## src/rtl/dmsl_pkg.sv

```systemverilog
// Shared constants, types and codes for the depth map store.
// No dependencies; every other file imports this package.
package dmsl_pkg;

    localparam int MAX_WIDTH  = 512;
    localparam int MAX_HEIGHT = 512;
    localparam int MAX_DIM    = (MAX_WIDTH > MAX_HEIGHT) ? MAX_WIDTH : MAX_HEIGHT;

    // clamped size, column, row and store address widths
    localparam int SIZE_W  = $clog2(MAX_DIM + 1);
    localparam int XW      = (MAX_WIDTH > 1) ? $clog2(MAX_WIDTH) : 1;
    localparam int YW      = (MAX_HEIGHT > 1) ? $clog2(MAX_HEIGHT) : 1;
    localparam int MEM_DEPTH = MAX_WIDTH * MAX_HEIGHT;
    localparam int ADDR_W  = (MEM_DEPTH > 1) ? $clog2(MEM_DEPTH) : 1;
    localparam int PROD_W  = YW + SIZE_W + 1;

    // field widths
    localparam int COORD_W = 16;
    localparam int CHAN_W  = 8;
    localparam int DEPTH_W = 7;
    localparam int LEVEL_W = 8;
    localparam int DIMCFG_W = 10;
    localparam int CFG_ADDR_W = 3;
    localparam int CFG_DATA_W = 10;

    // remainder unit: bits retired per cycle
    localparam int WRAP_BITS  = 2;
    localparam int WRAP_STEPS = COORD_W / WRAP_BITS;
    localparam int CNT_W      = (WRAP_STEPS > 1) ? $clog2(WRAP_STEPS) : 1;

    // register indexes
    localparam logic [CFG_ADDR_W-1:0] REG_PIXEL_FORMAT = 3'd0;
    localparam logic [CFG_ADDR_W-1:0] REG_IMAGE_WIDTH  = 3'd1;
    localparam logic [CFG_ADDR_W-1:0] REG_IMAGE_HEIGHT = 3'd2;
    localparam logic [CFG_ADDR_W-1:0] REG_FOCAL_BYTE   = 3'd3;
    localparam logic [CFG_ADDR_W-1:0] REG_FOCAL_LEVEL  = 3'd4;

    // pixel formats
    localparam logic [1:0] FMT_GRAY       = 2'd0;
    localparam logic [1:0] FMT_GRAY_ALPHA = 2'd1;
    localparam logic [1:0] FMT_RGB        = 2'd2;
    localparam logic [1:0] FMT_RGBA       = 2'd3;

    // request types
    localparam logic REQ_WRITE = 1'b0;
    localparam logic REQ_READ  = 1'b1;

    typedef enum logic [2:0] {
        ST_IDLE,
        ST_WRAP_X,
        ST_WRAP_Y,
        ST_ADDR,
        ST_ACCESS,
        ST_RESP
    } state_t;

    // result of the shared remainder unit
    typedef struct packed {
        logic              done;
        logic [SIZE_W-1:0] value;
    } wrap_res_t;

endpackage

```

## src/rtl/dmsl_wrap_unit.sv

```systemverilog
// Shared remainder unit: wraps a signed 16-bit coordinate into 0..size-1.
// Depends on dmsl_pkg. Retires WRAP_BITS dividend bits per cycle.
module dmsl_wrap_unit
    import dmsl_pkg::*;
(
    input  logic               clk,
    input  logic               rst_n,
    input  logic               start,
    input  logic [COORD_W-1:0] raw,
    input  logic [SIZE_W-1:0]  size,
    output wrap_res_t          res
);

    logic [COORD_W-1:0] mag_reg;
    logic [SIZE_W-1:0]  rem_reg;
    logic               neg_reg;
    logic [CNT_W-1:0]   cnt_reg;
    logic               busy_reg;
    logic               done_reg;
    logic [SIZE_W-1:0]  value_reg;

    logic [COORD_W-1:0] mag_next;
    logic [SIZE_W-1:0]  rem_next;
    logic [SIZE_W-1:0]  fixed;

    // restoring remainder steps on the magnitude
    always_comb
    begin
        logic [SIZE_W:0] t;
        rem_next = rem_reg;
        mag_next = mag_reg;
        t = '0;
        for (int i = 0; i < WRAP_BITS; i++)
        begin
            t = {rem_next, mag_next[COORD_W-1]};
            mag_next = {mag_next[COORD_W-2:0], 1'b0};
            if (t >= {1'b0, size})
            begin
                t = t - {1'b0, size};
            end
            rem_next = t[SIZE_W-1:0];
        end
        // negative side: map a nonzero remainder to size minus it
        fixed = (neg_reg && rem_next != '0) ? size - rem_next : rem_next;
    end

    always_ff @(posedge clk or negedge rst_n)
    begin
        if (!rst_n)
        begin
            busy_reg <= 1'b0;
            done_reg <= 1'b0;
            cnt_reg  <= '0;
        end
        else
        begin
            done_reg <= 1'b0;
            if (start)
            begin
                busy_reg <= 1'b1;
                cnt_reg  <= '0;
            end
            else if (busy_reg)
            begin
                cnt_reg <= cnt_reg + 1'b1;
                if (cnt_reg == CNT_W'(WRAP_STEPS - 1))
                begin
                    busy_reg <= 1'b0;
                    done_reg <= 1'b1;
                end
            end
        end
    end

    always_ff @(posedge clk)
    begin
        if (start)
        begin
            neg_reg <= raw[COORD_W-1];
            mag_reg <= raw[COORD_W-1] ? (COORD_W'(0) - raw) : raw;
            rem_reg <= '0;
        end
        else if (busy_reg)
        begin
            mag_reg <= mag_next;
            rem_reg <= rem_next;
            if (cnt_reg == CNT_W'(WRAP_STEPS - 1))
            begin
                value_reg <= fixed;
            end
        end
    end

    assign res.done  = done_reg;
    assign res.value = value_reg;

endmodule

```

## config.mk

```make
export PLATFORM = sky130hd
export DESIGN_NAME = dmsl_wrap_unit
export DESIGN_NICKNAME = d
export VERILOG_FILES = /design/src/rtl/dmsl_pkg.sv /design/src/rtl/dmsl_wrap_unit.sv
export SDC_FILE = /design/constraint.sdc
export NUM_CORES = 1
export LEC_CHECK = 0
export BUFFER_PORTS_ARGS = -buffer_cell sky130_fd_sc_hd__buf_2
export CORE_ASPECT_RATIO = 0.9
export CORE_MARGIN = 3
export CORE_UTILIZATION = 50
export CTS_BUF_LIST = sky130_fd_sc_hd__clkbuf_4 sky130_fd_sc_hd__clkbuf_8
export DETAILED_ROUTE_END_ITERATION = 8
export PLACE_DENSITY = 0.7
export SKIP_LAST_GASP = 1
export SYNTH_ARGS = -nofsm -noshare
export SYNTH_HDL_FRONTEND = slang
export SYNTH_SLANG_ARGS = --single-unit
```

## constraint.sdc

```tcl
create_clock -name clk -period 6.5 [get_ports clk]
set_clock_uncertainty 0.15 [all_clocks]
set_input_delay 1.3 -clock clk [delete_from_list [all_inputs] [get_ports clk]]
set_output_delay 1.3 -clock clk [all_outputs]
set_load 0.01 [all_outputs]
```

* After elaboration in Yosys (flattened, before gate mapping) *
Index checks and enable logic that the tools add are counted.

word-level totals
  register bits after elaboration = 42
  output and inout bits = 11

operators by class
  add/subtract/negate cells = 5
  magnitude comparators = 2
  equality and inequality tests = 1
  muxes and demuxes = 14
  bitwise logic cells = 1
  reductions and logical operators = 4

operators by type and width
  kind                                                count
  2-to-1 mux 16 bit                                   3
  2-to-1 mux 10 bit                                   3
  subtractor 10 bit                                   3
  >= comparator 11 x 10 -> 1 bit                      2
  subtractor 1 x 16 -> 16 bit (first input constant)  1
  nonzero test 10 bit                                 1
  2-to-1 mux 1 bit                                    6
  2-to-1 mux 3 bit                                    2
  adder 3 x 1 -> 3 bit (second input constant)        1
  == test 3 bit (second input constant)               1
  AND reduction 3 bit                                 1
  nonzero test 2 bit                                  1
  logical AND 1 bit                                   1
  inverter 1 bit                                      1

* Logic depth before layout (Yosys ltp) *
  word-level depth = 7
  depth in mapped cells = 28
  gate-level depth less buffers = 26

* Worst setup path before layout *
Ideal clock, no wire load.

  kind = in2reg
  from = input port size[3]
  to = register value_reg[7] (data pin)
  setup time = 0.169 ns
  data arrival time = 6.729 ns
  required time = 6.181 ns
  slack = -0.548 ns
  stages = 26
  path buffers = 3
  cells stage by stage = clkbuf_1 -> inv_1 -> ha_1 -> o21a_1 -> o31a_1 -> o2111ai_1 -> nand3b_1 -> clkbuf_1 -> nor2_1 -> a21oi_1 -> ha_1 -> or3_1 -> a31oi_1 -> a31oi_1 -> o41a_1 -> or2_1 -> or2_0 -> buf_6 -> mux2i_1 -> ha_1 -> and3_1 -> or2_2 -> o31ai_1 -> a311oi_1 -> o21a_1 -> o31ai_1

between the ends
  word-level cells in the longest chain between the ends = 7
  elaborated cells between the ends (all ways) = 10
  classes of those cells = add/sub: 3; order compare: 2; mux: 3; reduce/logical: 2

RTL lines
  element                                                    RTL line              RTL
  from (decl)                                                dmsl_wrap_unit.sv:10  input logic [SIZE_W-1:0] size,
  branches (longest 6 deep; another with subtractor 10 bit)  --
  2-to-1 mux 10 bit *                                        dmsl_wrap_unit.sv:44  fixed = (neg_reg && rem_next != '0) ? size - rem_next : rem_next;
  net fixed[7]                                               dmsl_wrap_unit.sv:24  logic [SIZE_W-1:0] fixed;
  to (signal assigned)                                       dmsl_wrap_unit.sv:89  value_reg <= fixed;
  to (decl)                                                  dmsl_wrap_unit.sv:20  logic [SIZE_W-1:0] value_reg;

Mark *: on every way through the listed nets, which the timed path passes.
A chain may end at the register's enable or synchronous reset.

* Worst setup path in the final report *
  from = input port size[1]
  to = register value_reg[7] (data pin)

The elaborated chain is that of the path after synthesis.

==> results.json <==
{
  "status": "finished, violations left",
  "violations": "setup timing",
  "syn_nets": 482,
  "cts_hold_buffers": 0,
  "max_freq_mhz": 154,
  "syn_inst": 420,
  "ys_seq_area_frac": 0.307,
  "synth-edff-count": 27,
  "ff2ff_path_depth": 24,
  "final_area_sq_um": 5350,
  "hold_viol": 0,
  "drv_slew": 0,
  "grt_pass1_wl_um": 17900,
  "cts_buffer_depth": 2,
  "synth_top_area_frac": 0.219,
  "finalNonFillerCells": 659,
  "ys_top_cells_by_count": "nor2_1 (46), a21oi_1 (37), inv_1 (33), ha_1 (31), edfxtp_1 (27)",
  "firstDrtPassIters": 6,
  "numPortBuffers": 39,
  "endpoint_kind": "register",
  "diodes": 0,
  "cts_tree": "built",
  "ys.warnings.count": 0,
  "start_kind": "primary input",
  "syn_avg_cell_area_sq_um": 8.80,
  "cts-htree-levels": 2,
  "criticalPathCategory": "in2reg",
  "yosysMostFrequentCell": "nor2_1",
  "pin_count": 40,
  "via_per_inst": 5.61,
  "initialDrtViolationCount": 140,
  "ys_seq_elements": 42,
  "reg2reg_to": "value_reg[7]",
  "wl_per_cell_um": 16.9,
  "netlist.top_cell.by_area": "edfxtp_1",
  "finalWirelength_um": 11100,
  "post-route-period-util": 1.00,
  "dp_hpwl_um": 8300,
  "setup_viol": 1,
  "r2r_setup_slack_ps": 550,
  "synth_area_leaders": "edfxtp_1 (22%), ha_1 (10%), dfxtp_1 (5.4%), a21oi_1 (5.0%), nor2_1 (4.7%)",
  "post-place-cells": 635,
  "crit_start": "size[1]",
  "gp_congestion": 1.08,
  "crit_fanout": 6,
  "slew-limit-headroom": 0.468,
  "cp_data_required_time_ps": 6480,
  "synth_top_flop_cell": "edfxtp_1",
  "final_util": 0.752,
  "worst_hold_path_type": "reg2reg",
  "rsz0062_at_grt": "true",
  "period_needed_ps": 6510,
  "final_nets": 627,
  "grt_usage": 0.261,
  "die_h_um": 87.6,
  "async_flop_share": 0.119,
  "r2r_start": "mag_reg[15]",
  "area_delta_synth_final_pct": 44.8,
  "cts_buffers": 5,
  "synth_area_sq_um": 3690,
  "largest_reg_flops": 16,
  "cap_violations": 0,
  "cp.arrival_ps": 6490,
  "overflow": 0,
  "final.setup.tns_ps": -8.41,
  "die_w_um": 96.6,
  "drc": 0,
  "rows": 29,
  "clk_pin_slew_ps": 90,
  "grt_pass1_vias": 3776,
  "endpoint": "value_reg[7]",
  "drive_above_1_share": 0.417,
  "placed_area_sq_um": 4810,
  "core_area_sq_um": 7110,
  "ys_types": 64,
  "cts_sinks": 42,
  "vias": 3698,
  "fp.dieArea_sq_um": 8460,
  "start_util": 0.520,
  "clkLatencyLatePin_ps": 300,
  "root_buffer": "clkbuf_8",
  "ant_nets": 0,
  "worst_slew_pin_slew_ps": 798,
  "grt_max_degree": 48,
  "setup_slack_ps": -8.41,
  "antenna_found_initial": 0
}
-- cells in the final DEF, fill, tap and decap left out, types with 5 or more instances in the layout --
master	instances
buf_4	111
nor2_1	40
buf_2	37
inv_1	31
a21oi_1	27
edfxtp_1	27
nand2_1	19
ha_1	19
xor2_1	16
xnor2_1	14
o21ai_0	13
a211oi_1	10
mux2i_1	10
dfxtp_1	10
ha_4	9
a21oi_2	7
a21o_1	6
or2_2	6
nor2b_1	6
nand3_1	5
o31ai_1	5
nor4_1	5
dfrtp_1	5
clkbuf_8	5
-- layout make-up --
class                           count  area (sq um)
Clock inverter                      3          28.8
Sequential cell                    42          1140
Tap cell                           93           116
Fill cell                         495          1760
Timing Repair Buffer              153          1090
Inverter                           33           133
Clock buffer                        5          68.8
Multi-Input combinational cell    330          2780
-- critical path, cell delays in order --
cell,delay [ps]
buf_8,80
clkinvlp_4,110
ha_4,230
nor2b_4,120
o31a_1,260
o2111ai_2,170
nand3b_1,200
buf_12,210
a21oi_4,160
ha_4,220
or3_4,380
a31oi_4,220
a31oi_4,60
o41a_1,390
or2_1,240
or2_4,260
buf_6,130
mux2i_4,190
ha_4,270
and3_4,190
or2_4,260
o31ai_4,250
a311oi_2,150
o21a_1,200
o31ai_1,230
-- per-layer routing --
| metal | GRT usage | vias up | share of wire |
|---|---|---|---|
| li1 | - | 1822 | - |
| met1 | 0.320 | 1727 | 0.43 |
| met2 | 0.471 | 111 | 0.48 |
| met3 | 0.0454 | 38 | 0.049 |
| met4 | 0.0906 | 0 | 0.034 |
| met5 | 0 | - | 0 |
-- repair_timing --
item / in CTS / in global routing
cloned: 1 / 0
gates resized for setup: 34 / 35
setup buffers: 13 / 5
endpoints found under the setup margin: 7 / 8
pin swaps: 26 / 28
-- cell families after synthesis --
| logic type | Yosys count | synth area share |
|---|---|---|
| compound gates | 114 | 0.206 |
| xor+xnor | 32 | 0.0759 |
| fa+ha+maj | 34 | 0.119 |
| buf+inv | 48 | 0.0538 |
| flops | 42 | 0.307 |
| mux | 20 | 0.0610 |
| simple gates | 130 | 0.178 |
-- through the flow --
step | hold slack [ps] | worst slack, ps
after detailed placement | 353 | -563
after floorplan | 317 | -142
after CTS | 368 | -84.5
after global placement | 347 | -495
final | 371 | -8.41
after global routing | 426 | -132
-- how the worst min path moves through the flow --
stage | startpoint | endpoint | slack, ps | cells past startpoint
after CTS | rem_reg[6] | rem_reg[6] | 370 | 2
after global routing | rem_reg[6] | rem_reg[6] | 430 | 2
final | rem_reg[6] | rem_reg[6] | 370 | 2
after detailed placement | rem_reg[6] | rem_reg[6] | 350 | 2
after global placement | rem_reg[6] | rem_reg[6] | 350 | 2
after floorplan | rem_reg[1] | rem_reg[1] | 320 | 2
Power is left out: the tool's default activity adds up to more than one toggle a clock period on the data nets, which glitch-free logic cannot reach.
